File: src/sv/psg_pkg.sv
// ----------------------------------------------------------------------------
// psg_pkg
// Shared types, codes and constants of the tone/noise sound generator.
// ----------------------------------------------------------------------------
package psg_pkg;

	localparam int CFG_IDX_W = 8;
	localparam int CFG_DAT_W = 8;
	localparam int PERIOD_W  = 10;
	localparam int LEVEL_W   = 13;
	localparam int SUM_W     = 16;
	localparam int SAMPLE_W  = 14;

	localparam logic [CFG_IDX_W-1:0] CFG_STEREO_ENABLES = 8'd0;
	localparam logic [CFG_IDX_W-1:0] CFG_STEREO_MODE    = 8'd1;

	localparam logic [15:0] NOISE_SEED   = 16'h8000;
	localparam logic [15:0] TAP_WHITE    = 16'h9000;
	localparam logic [15:0] TAP_PERIODIC = 16'h8000;

	localparam logic [PERIOD_W-1:0] NOISE_RELOAD_0 = 10'h010;
	localparam logic [PERIOD_W-1:0] NOISE_RELOAD_1 = 10'h020;
	localparam logic [PERIOD_W-1:0] NOISE_RELOAD_2 = 10'h040;

	localparam logic [3:0] ATT_SILENT = 4'd15;

	localparam logic signed [SUM_W-1:0] SAMPLE_MAX = 16'sd8191;
	localparam logic signed [SUM_W-1:0] SAMPLE_MIN = -16'sd8192;

	// 10^(-a/10) in unsigned Q1.24
	localparam logic [24:0] ATT_RATIO_Q24 [15] = '{
		25'd16777216, 25'd13326616, 25'd10585708, 25'd8408526, 25'd6679130,
		25'd5305422,  25'd4214246,  25'd3347495,  25'd2659010, 25'd2112126,
		25'd1677722,  25'd1332662,  25'd1058571,  25'd840853,  25'd667913
	};

	typedef enum logic [2:0] {
		OP_TICK,
		OP_TONE_LO,
		OP_TONE_HI,
		OP_ATT,
		OP_NOISE
	} op_t;

	typedef struct packed {
		op_t        op;
		logic [1:0] chan;
		logic [5:0] val;
	} entry_t;

	typedef struct packed {
		logic [7:0] enables;
		logic       mode;
	} mix_cfg_t;

	// Elaboration-time level of one attenuation step
	function automatic logic [LEVEL_W-1:0] level_of(input int full_scale, input int att);
		logic [63:0] v;
		v = 64'd0;
		if (att < 15) begin
			v = 64'(full_scale) * 64'(ATT_RATIO_Q24[att]) + 64'h0080_0000;
		end
		return v[24 +: LEVEL_W];
	endfunction

endpackage

File: src/sv/psg_in_if.sv
// ----------------------------------------------------------------------------
// psg_in_if
// Command channel: a register write byte or one sound-clock tick per item.
// ----------------------------------------------------------------------------
interface psg_in_if;
	logic       valid;
	logic       ready;
	logic       cmd;
	logic [7:0] data;

	modport source (output valid, output cmd, output data, input ready);
	modport sink   (input valid, input cmd, input data, output ready);
endinterface

File: src/sv/psg_out_if.sv
// ----------------------------------------------------------------------------
// psg_out_if
// Sample channel: one signed stereo pair per item.
// ----------------------------------------------------------------------------
interface psg_out_if;
	logic                                   valid;
	logic                                   ready;
	logic signed [psg_pkg::SAMPLE_W-1:0]    left_sample;
	logic signed [psg_pkg::SAMPLE_W-1:0]    right_sample;

	modport source (output valid, output left_sample, output right_sample, input ready);
	modport sink   (input valid, input left_sample, input right_sample, output ready);
endinterface

File: src/sv/psg_cfg_if.sv
// ----------------------------------------------------------------------------
// psg_cfg_if
// Configuration write channel: register index and write data.
// ----------------------------------------------------------------------------
interface psg_cfg_if;
	logic                            valid;
	logic                            ready;
	logic [psg_pkg::CFG_IDX_W-1:0]   index;
	logic [psg_pkg::CFG_DAT_W-1:0]   wdata;

	modport source (output valid, output index, output wdata, input ready);
	modport sink   (input valid, input index, input wdata, output ready);
endinterface

File: src/sv/psg_front.sv
// ----------------------------------------------------------------------------
// psg_front
// Accepts command items, tracks the latched register and classifies each
// write byte into the field it updates.
// ----------------------------------------------------------------------------
module psg_front (
	input  logic             clk,
	input  logic             arst_n,
	psg_in_if.sink           item_in,
	output logic             push_valid,
	input  logic             push_ready,
	output psg_pkg::entry_t  push_entry
);

	logic [2:0] latched_q;
	logic [2:0] lat;
	logic       accept;

	assign item_in.ready = push_ready;
	assign push_valid    = item_in.valid;
	assign accept        = item_in.valid & push_ready;
	assign lat           = item_in.data[7] ? item_in.data[6:4] : latched_q;

	always_ff @(posedge clk or negedge arst_n) begin
		if (!arst_n) begin
			latched_q <= 3'd0;
		end else if (accept && !item_in.cmd && item_in.data[7]) begin
			latched_q <= item_in.data[6:4];
		end
	end

	always_comb begin
		push_entry.chan = lat[2:1];
		push_entry.val  = item_in.data[5:0];
		if (item_in.cmd) begin
			push_entry.op = psg_pkg::OP_TICK;
		end else if (lat[0]) begin
			push_entry.op = psg_pkg::OP_ATT;
		end else if (lat[2:1] == 2'd3) begin
			push_entry.op = psg_pkg::OP_NOISE;
		end else if (item_in.data[7]) begin
			push_entry.op = psg_pkg::OP_TONE_LO;
		end else begin
			push_entry.op = psg_pkg::OP_TONE_HI;
		end
	end

endmodule

File: src/sv/psg_queue.sv
// ----------------------------------------------------------------------------
// psg_queue
// Short FIFO of classified items between the front and back ends.
// ----------------------------------------------------------------------------
module psg_queue #(
	parameter int DEPTH = 2
) (
	input  logic             clk,
	input  logic             arst_n,
	input  logic             push_valid,
	output logic             push_ready,
	input  psg_pkg::entry_t  push_entry,
	output logic             pop_valid,
	input  logic             pop_ready,
	output psg_pkg::entry_t  pop_entry
);

	localparam int PTR_W = (DEPTH > 1) ? $clog2(DEPTH) : 1;
	localparam int CNT_W = $clog2(DEPTH + 1);

	psg_pkg::entry_t    mem_q [DEPTH];
	logic [PTR_W-1:0]   wr_ptr_q;
	logic [PTR_W-1:0]   rd_ptr_q;
	logic [CNT_W-1:0]   count_q;
	logic               push_fire;
	logic               pop_fire;

	assign push_ready = (count_q != CNT_W'(DEPTH));
	assign pop_valid  = (count_q != '0);
	assign pop_entry  = mem_q[rd_ptr_q];
	assign push_fire  = push_valid & push_ready;
	assign pop_fire   = pop_valid & pop_ready;

	always_ff @(posedge clk or negedge arst_n) begin
		if (!arst_n) begin
			wr_ptr_q <= '0;
			rd_ptr_q <= '0;
			count_q  <= '0;
		end else begin
			if (push_fire) begin
				wr_ptr_q <= (wr_ptr_q == PTR_W'(DEPTH - 1)) ? '0 : wr_ptr_q + 1'b1;
			end
			if (pop_fire) begin
				rd_ptr_q <= (rd_ptr_q == PTR_W'(DEPTH - 1)) ? '0 : rd_ptr_q + 1'b1;
			end
			if (push_fire && !pop_fire) begin
				count_q <= count_q + 1'b1;
			end else if (pop_fire && !push_fire) begin
				count_q <= count_q - 1'b1;
			end
		end
	end

	always_ff @(posedge clk) begin
		if (push_fire) begin
			mem_q[wr_ptr_q] <= push_entry;
		end
	end

	a_count_bound: assert property (@(posedge clk) disable iff (!arst_n)
		count_q <= CNT_W'(DEPTH))
		else $error("queue count beyond depth");

	a_count_track: assert property (@(posedge clk) disable iff (!arst_n)
		(push_fire && !pop_fire) |=> count_q == $past(count_q) + 1'b1)
		else $error("queue count missed a push");

endmodule

File: src/sv/psg_back.sv
// ----------------------------------------------------------------------------
// psg_back
// Executes classified items: register updates, the tick of the four
// counters and noise shifter, level lookup, then mix and saturation.
// ----------------------------------------------------------------------------
module psg_back #(
	parameter int FULL_SCALE = 1536
) (
	input  logic               clk,
	input  logic               arst_n,
	input  logic               pop_valid,
	output logic               pop_ready,
	input  psg_pkg::entry_t    pop_entry,
	input  psg_pkg::mix_cfg_t  mix_cfg,
	psg_out_if.source          sample_out
);

	localparam int PW = psg_pkg::PERIOD_W;
	localparam int LW = psg_pkg::LEVEL_W;
	localparam int SW = psg_pkg::SUM_W;

	logic [LW-1:0] level_tab [16];

	for (genvar a = 0; a < 16; a++) begin : g_level
		localparam logic [LW-1:0] LVL = psg_pkg::level_of(FULL_SCALE, a);
		assign level_tab[a] = LVL;
	end

	// generator state
	logic [PW-1:0]  period_q [3];
	logic [3:0]     att_q    [4];
	logic [2:0]     nctl_q;
	logic [PW-1:0]  cnt_q    [4];
	logic [3:0]     pol_q;
	logic [15:0]    shift_q;
	logic           nbit_q;

	// next state on a tick
	logic [PW-1:0]  cnt_n [4];
	logic [PW-1:0]  dec   [4];
	logic [3:0]     pol_n;
	logic [15:0]    shift_n;
	logic           nbit_n;
	logic [PW-1:0]  noise_reload;

	// pipeline
	logic           valid_s1;
	logic [LW-1:0]  level_s1 [4];
	logic [3:0]     pos_s1;
	logic           out_valid_q;
	logic signed [psg_pkg::SAMPLE_W-1:0] left_q;
	logic signed [psg_pkg::SAMPLE_W-1:0] right_q;

	logic           ready_out;
	logic           ready_s1;
	logic           is_tick;
	logic           tick_fire;
	logic           wr_fire;

	logic signed [SW-1:0] part [4];
	logic signed [SW-1:0] sum_l;
	logic signed [SW-1:0] sum_r;
	logic signed [SW-1:0] sat_l;
	logic signed [SW-1:0] sat_r;

	assign ready_out = !out_valid_q || sample_out.ready;
	assign ready_s1  = !valid_s1 || ready_out;
	assign is_tick   = (pop_entry.op == psg_pkg::OP_TICK);
	assign pop_ready = is_tick ? ready_s1 : 1'b1;
	assign tick_fire = pop_valid & is_tick & ready_s1;
	assign wr_fire   = pop_valid & !is_tick;

	always_comb begin
		case (nctl_q[1:0])
			2'd0:    noise_reload = psg_pkg::NOISE_RELOAD_0;
			2'd1:    noise_reload = psg_pkg::NOISE_RELOAD_1;
			2'd2:    noise_reload = psg_pkg::NOISE_RELOAD_2;
			default: noise_reload = period_q[2];
		endcase
	end

	always_comb begin
		for (int c = 0; c < 4; c++) begin
			dec[c] = (cnt_q[c] != '0) ? cnt_q[c] - 1'b1 : '0;
		end
		for (int c = 0; c < 3; c++) begin
			cnt_n[c] = (dec[c] == '0) ? period_q[c] : dec[c];
			pol_n[c] = (dec[c] == '0) ? ~pol_q[c] : pol_q[c];
			if (period_q[c] <= PW'(1)) begin
				pol_n[c] = 1'b1;
			end
		end
		cnt_n[3] = (dec[3] == '0) ? noise_reload : dec[3];
		pol_n[3] = (dec[3] == '0) ? ~pol_q[3] : pol_q[3];
		shift_n  = shift_q;
		nbit_n   = nbit_q;
		if (dec[3] == '0 && pol_n[3]) begin
			nbit_n  = shift_q[0];
			shift_n = shift_q >> 1;
			if (shift_q[0]) begin
				shift_n = shift_n ^ (nctl_q[2] ? psg_pkg::TAP_WHITE : psg_pkg::TAP_PERIODIC);
			end
		end
	end

	always_ff @(posedge clk or negedge arst_n) begin
		if (!arst_n) begin
			for (int c = 0; c < 3; c++) begin
				period_q[c] <= '0;
			end
			for (int c = 0; c < 4; c++) begin
				att_q[c] <= psg_pkg::ATT_SILENT;
				cnt_q[c] <= '0;
			end
			nctl_q      <= '0;
			pol_q       <= '1;
			shift_q     <= '0;
			nbit_q      <= 1'b0;
			valid_s1    <= 1'b0;
			out_valid_q <= 1'b0;
		end else begin
			if (wr_fire) begin
				case (pop_entry.op)
					psg_pkg::OP_TONE_LO: period_q[pop_entry.chan][3:0] <= pop_entry.val[3:0];
					psg_pkg::OP_TONE_HI: period_q[pop_entry.chan][9:4] <= pop_entry.val;
					psg_pkg::OP_ATT:     att_q[pop_entry.chan] <= pop_entry.val[3:0];
					psg_pkg::OP_NOISE: begin
						nctl_q  <= pop_entry.val[2:0];
						shift_q <= psg_pkg::NOISE_SEED;
					end
					default: ;
				endcase
			end
			if (tick_fire) begin
				for (int c = 0; c < 4; c++) begin
					cnt_q[c] <= cnt_n[c];
				end
				pol_q   <= pol_n;
				shift_q <= shift_n;
				nbit_q  <= nbit_n;
			end
			if (ready_s1) begin
				valid_s1 <= tick_fire;
			end
			if (ready_out) begin
				out_valid_q <= valid_s1;
			end
		end
	end

	always_ff @(posedge clk) begin
		if (tick_fire) begin
			for (int c = 0; c < 4; c++) begin
				level_s1[c] <= level_tab[att_q[c]];
			end
			pos_s1 <= {nbit_n, pol_n[2:0]};
		end
		if (ready_out && valid_s1) begin
			left_q  <= sat_l[psg_pkg::SAMPLE_W-1:0];
			right_q <= sat_r[psg_pkg::SAMPLE_W-1:0];
		end
	end

	always_comb begin
		sum_l = '0;
		sum_r = '0;
		for (int c = 0; c < 4; c++) begin
			part[c] = pos_s1[c] ? $signed(SW'(level_s1[c])) : -$signed(SW'(level_s1[c]));
			if (!mix_cfg.mode || mix_cfg.enables[c + 4]) begin
				sum_l = sum_l + part[c];
			end
			if (!mix_cfg.mode || mix_cfg.enables[c]) begin
				sum_r = sum_r + part[c];
			end
		end
		sat_l = (sum_l > psg_pkg::SAMPLE_MAX) ? psg_pkg::SAMPLE_MAX :
			(sum_l < psg_pkg::SAMPLE_MIN) ? psg_pkg::SAMPLE_MIN : sum_l;
		sat_r = (sum_r > psg_pkg::SAMPLE_MAX) ? psg_pkg::SAMPLE_MAX :
			(sum_r < psg_pkg::SAMPLE_MIN) ? psg_pkg::SAMPLE_MIN : sum_r;
	end

	assign sample_out.valid        = out_valid_q;
	assign sample_out.left_sample  = left_q;
	assign sample_out.right_sample = right_q;

	a_noise_seed: assert property (@(posedge clk) disable iff (!arst_n)
		(wr_fire && pop_entry.op == psg_pkg::OP_NOISE) |=> shift_q == psg_pkg::NOISE_SEED)
		else $error("noise write did not reseed shifter");

	a_short_period: assert property (@(posedge clk) disable iff (!arst_n)
		(tick_fire && period_q[0] <= PW'(1)) |=> pol_q[0])
		else $error("short tone period not held positive");

endmodule

File: src/sv/psg_tone_noise_mixer_core.sv
// A tick item has its sample pair registered through the queue entry, the level stage and the
// output register in turn after acceptance; a write byte gives none.
// Sustained rate: one item per cycle while the sink keeps up, set by the back end's counter update.
// Input ready depends only on queue occupancy; the output register absorbs a stalled sink.
// Reset: periods, counters and noise shifter clear, attenuations go silent, polarities
// positive, stereo enables all set, stereo mode off, queue empty.
// ----------------------------------------------------------------------------
// psg_tone_noise_mixer_core
// Three tone channels and one noise channel mixed to a signed stereo pair.
// ----------------------------------------------------------------------------
module psg_tone_noise_mixer_core #(
	parameter int FULL_SCALE  = 1536,
	parameter int QUEUE_DEPTH = 2
) (
	input  logic        clk,
	input  logic        arst_n,
	psg_in_if.sink      item_in,
	psg_out_if.source   sample_out,
	psg_cfg_if.sink     cfg
);

	psg_pkg::mix_cfg_t mix_cfg_q;
	logic              push_valid;
	logic              push_ready;
	psg_pkg::entry_t   push_entry;
	logic              pop_valid;
	logic              pop_ready;
	psg_pkg::entry_t   pop_entry;

	assign cfg.ready = 1'b1;

	always_ff @(posedge clk or negedge arst_n) begin
		if (!arst_n) begin
			mix_cfg_q.enables <= 8'hFF;
			mix_cfg_q.mode    <= 1'b0;
		end else if (cfg.valid) begin
			if (cfg.index == psg_pkg::CFG_STEREO_ENABLES) begin
				mix_cfg_q.enables <= cfg.wdata;
			end else if (cfg.index == psg_pkg::CFG_STEREO_MODE) begin
				mix_cfg_q.mode <= cfg.wdata[0];
			end
		end
	end

	psg_front u_front (
		.clk        (clk),
		.arst_n     (arst_n),
		.item_in    (item_in),
		.push_valid (push_valid),
		.push_ready (push_ready),
		.push_entry (push_entry)
	);

	psg_queue #(
		.DEPTH (QUEUE_DEPTH)
	) u_queue (
		.clk        (clk),
		.arst_n     (arst_n),
		.push_valid (push_valid),
		.push_ready (push_ready),
		.push_entry (push_entry),
		.pop_valid  (pop_valid),
		.pop_ready  (pop_ready),
		.pop_entry  (pop_entry)
	);

	psg_back #(
		.FULL_SCALE (FULL_SCALE)
	) u_back (
		.clk        (clk),
		.arst_n     (arst_n),
		.pop_valid  (pop_valid),
		.pop_ready  (pop_ready),
		.pop_entry  (pop_entry),
		.mix_cfg    (mix_cfg_q),
		.sample_out (sample_out)
	);

endmodule
File: src/flat_wrapper.sv
// flat-port wrapper written by rule: the top's interface ports become plain ports
module psg_tone_noise_mixer_core_flat 
#(
	parameter int FULL_SCALE  = 1536,
	parameter int QUEUE_DEPTH = 2
)
  (clk, arst_n, item_in_valid, item_in_cmd, item_in_data, item_in_ready, sample_out_valid, sample_out_left_sample, sample_out_right_sample, sample_out_ready, cfg_valid, cfg_index, cfg_wdata, cfg_ready);
  psg_in_if item_in_i ();
  psg_out_if sample_out_i ();
  psg_cfg_if cfg_i ();
  input  logic clk;
  input  logic arst_n;
  input wire logic [$bits(item_in_i.valid)-1:0] item_in_valid;
  input wire logic [$bits(item_in_i.cmd)-1:0] item_in_cmd;
  input wire logic [$bits(item_in_i.data)-1:0] item_in_data;
  output wire logic [$bits(item_in_i.ready)-1:0] item_in_ready;
  output wire logic [$bits(sample_out_i.valid)-1:0] sample_out_valid;
  output wire logic [$bits(sample_out_i.left_sample)-1:0] sample_out_left_sample;
  output wire logic [$bits(sample_out_i.right_sample)-1:0] sample_out_right_sample;
  input wire logic [$bits(sample_out_i.ready)-1:0] sample_out_ready;
  input wire logic [$bits(cfg_i.valid)-1:0] cfg_valid;
  input wire logic [$bits(cfg_i.index)-1:0] cfg_index;
  input wire logic [$bits(cfg_i.wdata)-1:0] cfg_wdata;
  output wire logic [$bits(cfg_i.ready)-1:0] cfg_ready;
  assign item_in_i.valid = item_in_valid;
  assign item_in_i.cmd = item_in_cmd;
  assign item_in_i.data = item_in_data;
  assign item_in_ready = item_in_i.ready;
  assign sample_out_valid = sample_out_i.valid;
  assign sample_out_left_sample = sample_out_i.left_sample;
  assign sample_out_right_sample = sample_out_i.right_sample;
  assign sample_out_i.ready = sample_out_ready;
  assign cfg_i.valid = cfg_valid;
  assign cfg_i.index = cfg_index;
  assign cfg_i.wdata = cfg_wdata;
  assign cfg_ready = cfg_i.ready;
  psg_tone_noise_mixer_core #(.FULL_SCALE(FULL_SCALE), .QUEUE_DEPTH(QUEUE_DEPTH)) u_core (.clk(clk), .arst_n(arst_n), .item_in(item_in_i), .sample_out(sample_out_i), .cfg(cfg_i));
endmodule
File: config.mk
export PLATFORM = sky130hd
export DESIGN_NAME = psg_tone_noise_mixer_core_flat
export DESIGN_NICKNAME = d
export VERILOG_FILES = /design/src/sv/psg_pkg.sv /design/src/sv/psg_in_if.sv /design/src/sv/psg_out_if.sv /design/src/sv/psg_cfg_if.sv /design/src/sv/psg_front.sv /design/src/sv/psg_queue.sv /design/src/sv/psg_back.sv /design/src/sv/psg_tone_noise_mixer_core.sv /design/src/flat_wrapper.sv
export SDC_FILE = /design/constraint.sdc
export NUM_CORES = 1
export LEC_CHECK = 0
export BUFFER_PORTS_ARGS = -buffer_cell sky130_fd_sc_hd__clkbuf_2
export CAP_MARGIN = 20
export CORE_UTILIZATION = 40
export DETAILED_ROUTE_END_ITERATION = 8
export SETUP_SLACK_MARGIN = 0.5
export SLEW_MARGIN = 25
export SYNTH_ARGS = -nofsm -noshare
export SYNTH_HDL_FRONTEND = slang
export SYNTH_HIERARCHICAL = 1
export SYNTH_SLANG_ARGS = --single-unit
export TNS_END_PERCENT = 100
File: constraint.sdc
create_clock -name clk -period 6.8 [get_ports clk]
set_input_delay 1.02 -clock clk [delete_from_list [all_inputs] [get_ports clk]]
set_output_delay 1.02 -clock clk [all_outputs]
set_load 0.02 [all_outputs]
# Word-level counts from Yosys, hierarchy flattened
# Memories as Yosys holds them, arrays and structs flattened.
# Index checks and enable logic that the tools add are counted.
word_totals:
  reg_bits: 160
  mem_bits_rw: 74
  mem_bits_ro: 832
  output_inout_bits: 31
  wordCells: 204
  mem_count: 6
classes:
  addsub: 18
  magnitude_cmp: 13
  eq_ne: 10
  n_mux: 69
  bitwise: 16
  n_reduce_logical: 46
mem_list:
  columns: ["memory", "depth", "width", "read_ports", "rd_ports_with_merged_regs", "wr", "line_no", "rtl"]
  rows:
  - ["(no name shown)", 16, 13, 1, 0, 0, "psg_back.sv:154", "level_s1[c] <= level_tab[att_q[c]];"]
  - ["(no name shown)", 16, 13, 1, 0, 0, "psg_back.sv:154", null]
  - ["(no name shown)", 16, 13, 1, 0, 0, "psg_back.sv:154", null]
  - ["(no name shown)", 16, 13, 1, 0, 0, "psg_back.sv:154", null]
  - ["u_core.u_back.level_s1", 4, 13, 4, 0, 4, "psg_back.sv:48", "logic [LW-1:0] level_s1 [4];"]
  - ["u_core.u_queue.mem_q", 2, 11, 1, 0, 1, "psg_queue.sv:21", "psg_pkg::entry_t mem_q [DEPTH];"]
ops:
  columns: ["op", "n"]
  rows:
  - ["$mux W16", 17]
  - ["$mux W13", 9]
  - ["$add A16 B16 Y16", 6]
  - ["$mux W10", 9]
  - ["$neg A13 Y16", 4]
  - ["$bwmux W30", 2]
  - ["$pmux W30 S2", 1]
  - ["$demux W10 S2", 2]
  - ["$logic_not A10 Y1", 4]
  - ["$reduce_bool A10 Y1", 4]
  - ["$sub A10 B1 Y10 const B", 4]
  - ["$gt A16 B14 Y1 const B", 2]
  - ["$lt A16 B14 Y1 const B", 2]
  - ["$le A10 B1 Y1 const B", 3]
  - ["$pmux W10 S3", 1]
  - ["$mux W14", 2]
  - ["$ge A5 B5 Y1 const B", 4]
  - ["$not A4 Y5", 4]
  - ["$bwmux W16", 1]
  - ["$xor A15 B16 Y16", 1]
  - ["$mux W1", 15]
  - ["$mux W3", 4]
  - ["$logic_or A1 B1 Y1", 10]
  - ["$reduce_bool A2 Y1", 5]
  - ["26 further kinds", 56]

# Logic depth before layout (Yosys ltp)
# Gate-level depths: netlist (run 1).
# An unclocked memory read counts as a cell.
depth:
  ltp_word: 12
  ltp_mapped: 36
  mapped_depth_nobuf: 35

# Cells and area by module
# The synthesis (run 1) kept the hierarchy.
modules_own_cells:
  columns: ["module", "n_inst", "cells_per_inst", "area_per_inst_um2", "seq_area_each_um2"]
  rows:
  - ["psg_back", 1, 1775, 15519.9, 5109.9]
  - ["psg_queue", 1, 52, 1003.5, 760.7]
  - ["psg_tone_noise_mixer_core", 1, 25, 394.1, 235.2]
  - ["psg_front", 1, 24, 279.0, 75.1]

# Least setup slack after synthesis (run 1)
# No wires, ideal clock.
synth_path:
  path_type: "reg-to-reg"
  from: "register u_core.u_back.pos_s1[0]"
  to: "register u_core.u_back.left_q, in the netlist u_core/u_back/sample_out.left_sample[9], data pin"
  arrival_ps: 6727
  t_required_ps: 6658
  path_slack_ps: -69
  stages_incl_launch_ff: 34
  n_path_buf: 3
  period_less_slack_ps: 6869
  cell_sequence: "edfxtp_1 buf_4 clkbuf_1 mux2i_1 nor2_1 ha_1 a21o_1 a21o_1 o2111ai_2 nand2_1 a2111oi_2 o31ai_1 xor2_1 nand2_1 xnor2_1 ha_1 and3_1 a22o_1 o41ai_1 xor2_1 o21ai_0 ha_1 nand2_1 nor2_1 a221o_1 o41ai_1 xor2_1 nor2_1 mux2i_1 mux2i_1 xor2_1 or3_4 buf_6 o21ai_2"
synth_between:
  elab_chain_len: 10
  elab_cells_between_ends: 11
  cone_classes: "add/sub: 3; order compare: 2; mux: 6"
synth_rtl:
  columns: ["element", "line_no", "rtl"]
  rows:
  - ["start: declaration", "psg_back.sv:49", "logic [3:0] pos_s1;"]
  - ["start signal: assignment", "psg_back.sv:156", "pos_s1 <= {nbit_n, pol_n[2:0]};"]
  - ["$mux W16 (*)", "psg_back.sv:168", "part[c] = pos_s1[c] ? $signed(SW'(level_s1[c])) : -$signed(SW'(level_s1[c]));"]
  - ["$mux W16 (*)", "psg_back.sv:169", "if (!mix_cfg.mode || mix_cfg.enables[c + 4]) begin"]
  - ["$add A16 B16 Y16", "psg_back.sv:170", "sum_l = sum_l + part[c];"]
  - ["$mux W16 (*)", "psg_back.sv:169", null]
  - ["$add A16 B16 Y16", "psg_back.sv:170", null]
  - ["$mux W16 (*)", "psg_back.sv:169", null]
  - ["$add A16 B16 Y16", "psg_back.sv:170", null]
  - ["$mux W16 (*)", "psg_back.sv:169", null]
  - ["$lt A16 B14 Y1", "psg_back.sv:177", "(sum_l < psg_pkg::SAMPLE_MIN) ? psg_pkg::SAMPLE_MIN : sum_l;"]
  - ["$mux W14", "psg_back.sv:177", null]
  - ["end signal: assignment", "psg_back.sv:159", "left_q <= sat_l[psg_pkg::SAMPLE_W-1:0];"]
  - ["end: declaration", "psg_back.sv:51", "logic signed [psg_pkg::SAMPLE_W-1:0] left_q;"]
# Every way passes the cells marked *; elsewhere a longest branch is shown, timed or not.
# A chain may end at the register's enable or synchronous reset.

==> impl_metrics.toml, run 1 <==
[worst_setup_path]
cp.arrival_ns = 7.03
critical_path.top_delay_family = "compound AO/OA/AOI/OAI gates"
path_class = "reg -> reg"
worstPathMaxFanout = 7
max_stage_delay_ns = 0.40
cp-startpoint = "u_core/u_back/level_s1[1][1]$_DFFE_PP_"
cp-end-kind = "flop"
slowest_stage = "edfxtp_1"
critPathRequiredTime_ns = 7.09
critPathBufInv = 4
r2r_start = "u_core/u_back/level_s1[1][1]$_DFFE_PP_"
crit_top_cell = "xor2_1"
start_kind = "flop"

[clock_tree]
clk_pin_slew_ns = 0.07
clkLatencyLatePin_ns = 0.56
root_buffer = "clkbuf_16"
max-clock-path-buffers = 3
cts_hold_buf = 0
numClockSinks = 226
cts_buffers = 26
h-tree-depth = 1
cts_tree = "built"

[grt]
busiest_layer = "met2"
grt_pass1_wl_um = 72600
grt_max_degree = 90
grt_util_met2_pct = 36.1
grt_pass1_vias = 14300
antenna_found_initial = 0
track_usage_pct = 20.5
use_met1_pct = 26.0
grt_overflow = 0
grtUsageMet3_pct = 1.83

[place]
place_congestion = 0.925
hpwl_um = 34400
io_buffers = 59
place_ws_ns = -0.175

[timing]
whs_ns = 0.424
grt_setup_unrepaired = "yes"
tightest_slew_ns = 1.01
period_share_pct = 99.1
finalSetupViolCount = 0
fin_skew_ns = 0.0258
hold_viol = 0
relSlewSlack_pct = 32.4
max_freq_mhz = 148
fin_setup_tns_ns = 0
slew_violations = 0
setup_slack_ns = 0.0581
period_needed_ns = 6.74

[yosys]
ys.flop_type = "dfrtp_1"
syn-mean-instance-area_sq_um = 9.17
ys_seq_elements = 226
synth.area.top_cells = "edfxtp_1 17%, dfrtp_1 15%, ha_1 8.0%, mux2_2 5.1%, o21ai_0 4.3%"
syn_nets = 2022
synth_most_common_cell = "nor2_1"
ys_async_sr_fraction_pct = 56.6
synth_cell_types = 105
synth_common_cells = "178 x nor2_1, 175 x nand2_1, 148 x o21ai_0"
synth_top_area_share_pct = 17.1
syn_area_sq_um = 17200
syn_inst = 1876
yosysWarnings = 6
yosys.area.top_type = "edfxtp_1"
yosysSeqAreaShare_pct = 35.9
synth-edff-count = 98

[drt]
post-route-drc-count = 0
first_iter_violations = 682
drt-pass1-iter-count = 5
vias_per_cell = 5.49
drtAntennaViolNets = 0
via_count = 14500
drt-wirelength-per-cell_um = 17.0
wirelength_um = 45000

[finish]
fin_nets = 2235
regArea_sq_um = 6180
nFillCells = 3837
drive_above_1_share_pct = 28.0
syn_to_final_growth_pct = 21.8
multiInputGateArea_sq_um = 11000
antenna_cells = 0

[floorplan]
dieHeight_um = 209
initial_core_util_pct = 40.8
core-area_sq_um = 42100
num_rows = 75
die_area_sq_um = 43800
die_w_um = 209
pin_count = 61

[run_status]
outcome = "completed"

[job]
max_cap_violations = 0

[hold_path]
holdCritPathClass = "in -> async"
## per-stage QoR
stage	area [sq um]	cells	utilization (%)
floorplan	17300	1876	-
global placement	19300	2566	45.7
detailed placement	19300	2566	45.7
CTS	20500	2633	48.7
global route	21000	2648	49.7
finish	21000	2648	49.7
## flip-flops by register name (all words and copies together) (netlist names), 3 cells and up
| signal | flops |
|---|---|
| u_core/mix_cfg_q | 9 |
| u_core/u_back/shift_q | 16 |
| u_core/u_back/level_s1 | 44 |
| u_core/u_back/cnt_q | 40 |
| u_core/u_back/period_q | 30 |
| u_core/u_back/sample_out.left_sample | 14 |
| u_core/u_front/latched_q | 3 |
| u_core/u_back/att_q | 16 |
| u_core/u_back/pos_s1 | 4 |
| u_core/u_queue/mem_q | 22 |
| u_core/u_back/nctl_q | 3 |
| u_core/u_back/sample_out.right_sample | 14 |
| u_core/u_back/pol_q | 4 |
## cell type report
class                      count  area share [%]
timing repair buffer         266            9.29
inverter                      78            1.40
clock buffer                  41            3.61
tap                          539            3.22
clock inverter                 7           0.424
sequential                   226            29.5
multi-input combinational   1491            52.6
## layout by cell type, fill, tap and decap left out, types with 8 or more instances in the layout
cell type | netlist | layout
mux2i_1 | 27 | 26
mux2_2 | 78 | 76
buf_4 | 11 | 198
nand2_1 | 175 | 172
nor3_1 | 66 | 61
xor2_1 | 56 | 56
inv_1 | 77 | 75
o21a_1 | 9 | 9
or3_1 | 13 | 12
clkbuf_16 | 0 | 27
nor2b_1 | 26 | 24
a22oi_1 | 8 | 8
nor2_1 | 178 | 164
or2_2 | 8 | 8
nor4_1 | 15 | 15
ha_1 | 110 | 90
and2_1 | 20 | 20
o21ai_1 | 10 | 19
nand3_1 | 26 | 24
xnor2_2 | 2 | 8
and3_1 | 14 | 12
nor2_2 | 0 | 13
a31oi_1 | 28 | 26
o31ai_1 | 17 | 12
o21ai_2 | 23 | 28
clkbuf_1 | 60 | 10
nand2b_1 | 33 | 33
edfxtp_1 | 98 | 98
a21o_1 | 38 | 38
ha_4 | 0 | 14
a21oi_2 | 4 | 16
dfstp_2 | 28 | 28
o21ai_0 | 148 | 134
clkbuf_2 | 0 | 58
a21oi_1 | 123 | 109
a211oi_1 | 23 | 23
dfrtp_1 | 100 | 100
xnor2_1 | 62 | 54
## final timing paths
path | end | slack (ns) | cells after the start
max | u_core/u_back/sample_out.left_sample[0]$_SDFFCE_PN1P_ | 0.06 | 34
min | u_core/u_back/period_q[12]$_DFFE_PN0P_ | 0.42 | 1
max reg2reg | u_core/u_back/sample_out.left_sample[0]$_SDFFCE_PN1P_ | 0.06 | 34
min reg2reg | u_core/u_back/pol_q[1]$_DFFE_PN1P_ | 0.47 | 2
max in group asynchronous | u_core/u_back/cnt_q[15]$_DFFE_PN0P_ | 5.31 | 2
min in group clk | u_core/u_back/pol_q[1]$_DFFE_PN1P_ | 0.47 | 2
## layer usage
layer | wire (um) | part of all wire [%]
met3 | 1280 | 2.8
met1 | 20200 | 45
met2 | 21900 | 49
met4 | 1600 | 3.6
met5 | 0 | 0
## repair_timing
action / in CTS / in global routing
pin swaps: 29 / 21
gates cloned: 1 / 1
resized for setup: 40 / 67
endpoints found under the setup margin: 28 / 28
buffers inserted: 18 / 14
## worst reg2reg max path, delay by kind of cell (launching register included)
| kind | cells | cell delay, ns |
|---|---|---|
| compound gates | 9 | 1.51 |
| fa+ha+maj | 5 | 1.35 |
| simple gates | 9 | 1.21 |
| xor+xnor | 4 | 0.85 |
| mux | 3 | 0.65 |
| buf+inv | 4 | 0.49 |
| flops | 1 | 0.40 |
## kinds of logic (layout without fill, tap and decap cells)
| kind of cell | count (synthesis) | in the layout | share of synthesized area [%] |
|---|---|---|---|
| AOI/OAI and AO/OA | 514 | 514 | 19.3 |
| adders and majority gates | 120 | 120 | 8.93 |
| DFF | 226 | 226 | 35.9 |
| muxes | 114 | 114 | 7.64 |
| buffers and inverters | 159 | 392 | 3.94 |
| xor gates and xnor gates | 121 | 121 | 6.36 |
| and+or+nand+nor | 621 | 621 | 17.9 |
| other | 1 | 1 | 0.0218 |
Power of run 1 is not shown: default switching activity piles up to over one toggle a cycle in this logic, so the estimate is an artifact.
==> run 2, diff against run 1 <==
RECOVER_POWER = 50   (was not set)
==> run 2 against run 1 <==
  * Clock skew about the same
  * The flow now finishes with violations (capacitance limit, slew limit)
  * Core utilization decreased by 0.14 points
  * Register-to-register slack about the same
  * Sequential cell count unchanged
  * Clock-buffer cell count unchanged
  * Die area unchanged
==> impl_metrics.toml, run 2 (synthesis results as in run 1) <==
[finish]
top_register = "u_core/u_back/level_s1"
final_area_sq_um = 20900
top_regs = "u_core/u_back/level_s1 (44), u_core/u_back/cnt_q (40), u_core/u_back/period_q (30)"
stdcell_count = 2648
layout_common_cells = "197 x buf_4, 172 x nand2_1, 165 x nor2_1"
fin_nets = 2235
mostFrequentLayoutCell = "buf_4"
largest_reg_flops = 44
drive_above_1_share_pct = 26.6
antenna_cells = 0
syn_to_final_growth_pct = 21.5

[run_status]
outcome = "complete, but fails checks"
violations = "capacitance limit, slew limit"

[worst_setup_path]
crit_top_cell = "xor2_1"
start_kind = "flop"
critPathRequiredTime_ns = 7.09
rrSetupSlack_ns = 0.06
cp-end-kind = "flop"
path_class = "reg -> reg"
worstPathMaxFanout = 7
cp.arrival_ns = 7.03
max_stage_delay_ns = 0.40
slowest_stage = "edfxtp_1"

[floorplan]
num_rows = 75
core-area_sq_um = 42100
pin_count = 61
die_w_um = 209
initial_core_util_pct = 40.8
dieHeight_um = 209
die_area_sq_um = 43800

[place]
place_area_sq_um = 19300
io_buffers = 59
hpwl_um = 34400
place_congestion = 0.925
placedCellCount = 2566

[clock_tree]
max-clock-path-buffers = 3
cts_tree = "built"
h-tree-depth = 1
numClockSinks = 226
root_buffer = "clkbuf_16"
clkLatencyLatePin_ns = 0.56
clk_pin_slew_ns = 0.07
cts_buffers = 26

[timing]
grt_setup_unrepaired = "yes"
hold_viol = 0
fin_skew_ns = 0.0262
period_needed_ns = 6.74
tightest_slew_ns = 2.88
finalSetupViolCount = 0
period_share_pct = 99.1
max_freq_mhz = 148
relSlewSlack_pct = -91.7
slew_violations = 160

[grt]
grt_pass1_vias = 14300
grt_max_degree = 90
grt_pass1_wl_um = 72600
grt_overflow = 0
track_usage_pct = 20.5
antenna_found_initial = 0

[drt]
first_iter_violations = 662
drtAntennaViolNets = 0
wl_met2_um = 22000
drt-wirelength-per-cell_um = 17.0
post-route-drc-count = 0
top_layer_used = "met4"
wirelength_um = 45000
vias_per_cell = 5.50
via_count = 14600
wl_met1_um = 20100
drt-pass1-iter-count = 5
met3WireLength_um = 1380

[hold_path]
holdCritPathClass = "reg -> reg"

[job]
max_cap_violations = 3
[run 2: what timing repair did]
action / 4_1_cts / 5_1_grt
hold buffers: 0 / 0
cloned: 1 / 1
endpoints found under the setup margin: 28 / 28
pin swaps: 29 / 21
resized for setup: 40 / 67
setup buffers: 18 / 14
endpoints found under the hold margin: 0 / 0
[run 2: metrics by stage]
stage	setup TNS, ns	util [%]	hold WS, ns	setup WS (ns)
finish	0	49.6	0.469	0.0634
global route	-6.04	49.6	0.489	-0.303
CTS	0	48.7	0.412	0.0520
detailed placement	-1.86	45.7	0.462	-0.175
global placement	-0.0808	45.7	0.454	-0.0272
floorplan	0	-	0.446	0.280
[run 2: routing by layer]
| layer | track usage, % | vias to the layer above |
|---|---|---|
| met5 | 0 | - |
| met4 | 7.66 | 0 |
| met3 | 1.83 | 84 |
| met2 | 36.1 | 254 |
| met1 | 26.0 | 6989 |
| li1 | - | 7225 |
[run 2: worst paths after layout]
path                                                         from                                               endpoint  depth (start not counted)
max reg2reg                u_core/u_back/level_s1[1][1]$_DFFE_PP_  u_core/u_back/sample_out.left_sample[0]$_SDFFCE_PN1P_                         34
min reg2reg                    u_core/u_back/pol_q[1]$_DFFE_PN1P_                     u_core/u_back/pol_q[1]$_DFFE_PN1P_                          2
max in group asynchronous                                  arst_n                    u_core/u_back/cnt_q[15]$_DFFE_PN0P_                          2
min                            u_core/u_back/pol_q[1]$_DFFE_PN1P_                     u_core/u_back/pol_q[1]$_DFFE_PN1P_                          2
min in group asynchronous                                  arst_n                 u_core/u_back/period_q[12]$_DFFE_PN0P_                          1
max                        u_core/u_back/level_s1[1][1]$_DFFE_PP_  u_core/u_back/sample_out.left_sample[0]$_SDFFCE_PN1P_                         34
[run 2: worst max-delay path, delay by kind of cell (launching register included)]
kind | cells | cell delay [ns]
compound gates | 9 | 1.50
xor+xnor | 4 | 0.85
mux | 3 | 0.65
simple gates | 9 | 1.21
fa+ha+maj | 5 | 1.35
buf+inv | 4 | 0.49
flops | 1 | 0.40
[run 2: final cells by class]
cell class,instances,area (sq um)
Fill cell,3842,21200
Clock buffer,41,757
Inverter,78,293
Clock inverter,7,88.8
Timing Repair Buffer,266,1920
Tap cell,539,674
Multi-Input combinational cell,1491,11000
Sequential cell,226,6180
Power of run 2 is left out for the same reason.
==> run 3, diff against run 2 <==
CORE_UTILIZATION = 42   (was 40)
RECOVER_POWER = not set   (was 50)
==> run 3 against run 2 <==
  * The flow finishes with violations (setup timing)
  * Non-clock buffer count shrank 38
  * Critical path depth shrank 6
  * Wire length shrank 2.2%
  * Die area shrank 4.7%
  * Maximum frequency shrank 2.5%
  * Cell area shrank 1.8%
  * Sequential share of layout area grew 0.53 points
  * Core utilization grew 1.6 points
  * Final cell count shrank 1.9%
  * Global-route usage grew 0.73 points
  * Worst setup slack lost 0.18 ns
  * First-iteration DRC count grew 1.1%
  * Critical path type unchanged
  * Critical endpoint is now u_core/u_back/sample_out.right_sample[5]$_SDFFCE_PN1P_
==> impl_metrics.toml, run 3 (synthesis results as in run 1) <==
[drt]
post-route-drc-count = 0
drtAntennaViolNets = 0
wirelength_um = 44000
vias_per_cell = 5.51
drt-wirelength-per-cell_um = 16.9
first_iter_violations = 669
via_count = 14300
drt-pass1-iter-count = 5

[worst_setup_path]
r2r_end = "u_core/u_back/sample_out.right_sample[5]$_SDFFCE_PN1P_"
cp-end-kind = "flop"
cp.arrival_ns = 7.21
critPathRequiredTime_ns = 7.09
worstPathMaxFanout = 6
slowest_stage = "a2111o_1"
start_kind = "flop"
max_stage_delay_ns = 0.46
r2r_cells = 28
r2r_start = "u_core/u_back/level_s1[0][0]$_DFFE_PP_"
path_class = "reg -> reg"
rrSetupSlack_ns = -0.11

[clock_tree]
cts_tree = "built"
max-clock-path-buffers = 3
clkLatencyLatePin_ns = 0.58
root_buffer = "clkbuf_16"
cts_hold_buf = 0
numClockSinks = 226
cts_buffers = 26
h-tree-depth = 1
clk_pin_slew_ns = 0.06

[floorplan]
num_rows = 73
core-area_sq_um = 40100
pin_count = 61
initial_core_util_pct = 42.9
dieHeight_um = 204
die_w_um = 204
die_area_sq_um = 41800

[finish]
fin_nets = 2198
largest_reg_flops = 44
antenna_cells = 0
top_register = "u_core/u_back/level_s1"
nFillCells = 3681
syn_to_final_growth_pct = 19.4
final_area_sq_um = 20500
top_regs = "u_core/u_back/level_s1 (44), u_core/u_back/cnt_q (40), u_core/u_back/period_q (30)"
drive_above_1_share_pct = 26.1
mostFrequentLayoutCell = "nand2_1"
layout_common_cells = "170 x nand2_1, 169 x nor2_1, 159 x buf_4"

[place]
io_buffers = 59
hpwl_um = 33400
place_congestion = 0.919
place_area_sq_um = 19000

[grt]
grt_pass1_wl_um = 71100
grt_pass1_vias = 13700
track_usage_pct = 21.2
grt_max_degree = 90
grt_overflow = 0
antenna_found_initial = 0

[timing]
setup_slack_ns = -0.112
period_needed_ns = 6.91
fin_skew_ns = 0.0399
relSlewSlack_pct = 38.4
slew_violations = 0
grt_setup_unrepaired = "yes"
max_freq_mhz = 145
period_share_pct = 102
tightest_slew_ns = 0.920
finalSetupViolCount = 13
fin_setup_tns_ns = -1.07
hold_viol = 0

[run_status]
violations = "setup timing"
outcome = "complete, but fails checks"

[hold_path]
holdCritPathClass = "in -> async"

[job]
max_cap_violations = 0
[run 3: cell count changes in the layout (fill, tap and decap cells not counted), sizes merged]
cell / before / now
clkbuf: 103 / 91
buf: 204 / 169
or3: 14 / 15
inv: 79 / 78
clkinv: 5 / 15
[run 3: routing by layer]
metal / track usage, % / vias to the layer above / part of all wire [%]
met4: 8.58 / 0 / 4.1
li1: - / 7166 / -
met2: 34.9 / 246 / 46
met5: 0 / - / 0
met1: 28.0 / 6801 / 46
met3: 2.73 / 86 / 3.9
[run 3: final cells by class]
type                    count  area, sq um  area share (%)
multi-input cells        1492        10900            53.2
inverters                  78          293            1.43
well taps                 525          657            3.20
clock inverters            16          128           0.622
flip-flops and latches    226         6180            30.1
clock buffers              32          683            3.33
repair buffers            228         1670            8.15
[run 3: worst max path at each step]
stage / from / to / slack [ns]
floorplan: u_core/u_back/level_s1[1][0]$_DFFE_PP_ / u_core/u_back/sample_out.left_sample[9]$_SDFFCE_PN1P_ / 0.28
finish: u_core/u_back/level_s1[0][0]$_DFFE_PP_ / u_core/u_back/sample_out.right_sample[5]$_SDFFCE_PN1P_ / -0.11
global placement: u_core/u_back/level_s1[0][0]$_DFFE_PP_ / u_core/u_back/sample_out.left_sample[0]$_SDFFCE_PN1P_ / 0.004
CTS: u_core/u_back/level_s1[0][0]$_DFFE_PP_ / u_core/u_back/sample_out.left_sample[2]$_SDFFCE_PN1P_ / 0.07
detailed placement: u_core/u_back/level_s1[0][0]$_DFFE_PP_ / u_core/u_back/sample_out.left_sample[2]$_SDFFCE_PN1P_ / -0.18
global route: u_core/u_back/level_s1[0][1]$_DFFE_PP_ / u_core/u_back/sample_out.left_sample[1]$_SDFFCE_PN1P_ / -0.43
[run 3: repair_timing]
item                                    CTS  global route
setup buffers                            14            11
resized for setup                        32            62
pin swaps                                11            33
hold endpoints to repair                  0             0
gates cloned                              2             1
endpoints found under the setup margin   27            28
[run 3: critical path: cells and delay by family, from the launching register on]
family | cells | cell delay [ns]
compound gates | 10 | 2.72
xor+xnor | 3 | 0.34
fa+ha+maj | 3 | 0.68
buf+inv | 3 | 0.49
flops | 1 | 0.40
mux | 1 | 0.30
simple gates | 8 | 1.70
[run 3: per-stage QoR]
step	setup WS, ns	hold slack, ns	util, %	instances
finish	-0.112	0.418	51.2	2597
global route	-0.427	0.441	51.2	2597
CTS	0.0693	0.415	50.3	2585
detailed placement	-0.183	0.459	47.5	2521
global placement	0.00429	0.454	47.5	2521
floorplan	0.280	0.446	-	1876
Power of run 3 is left out for the same reason.
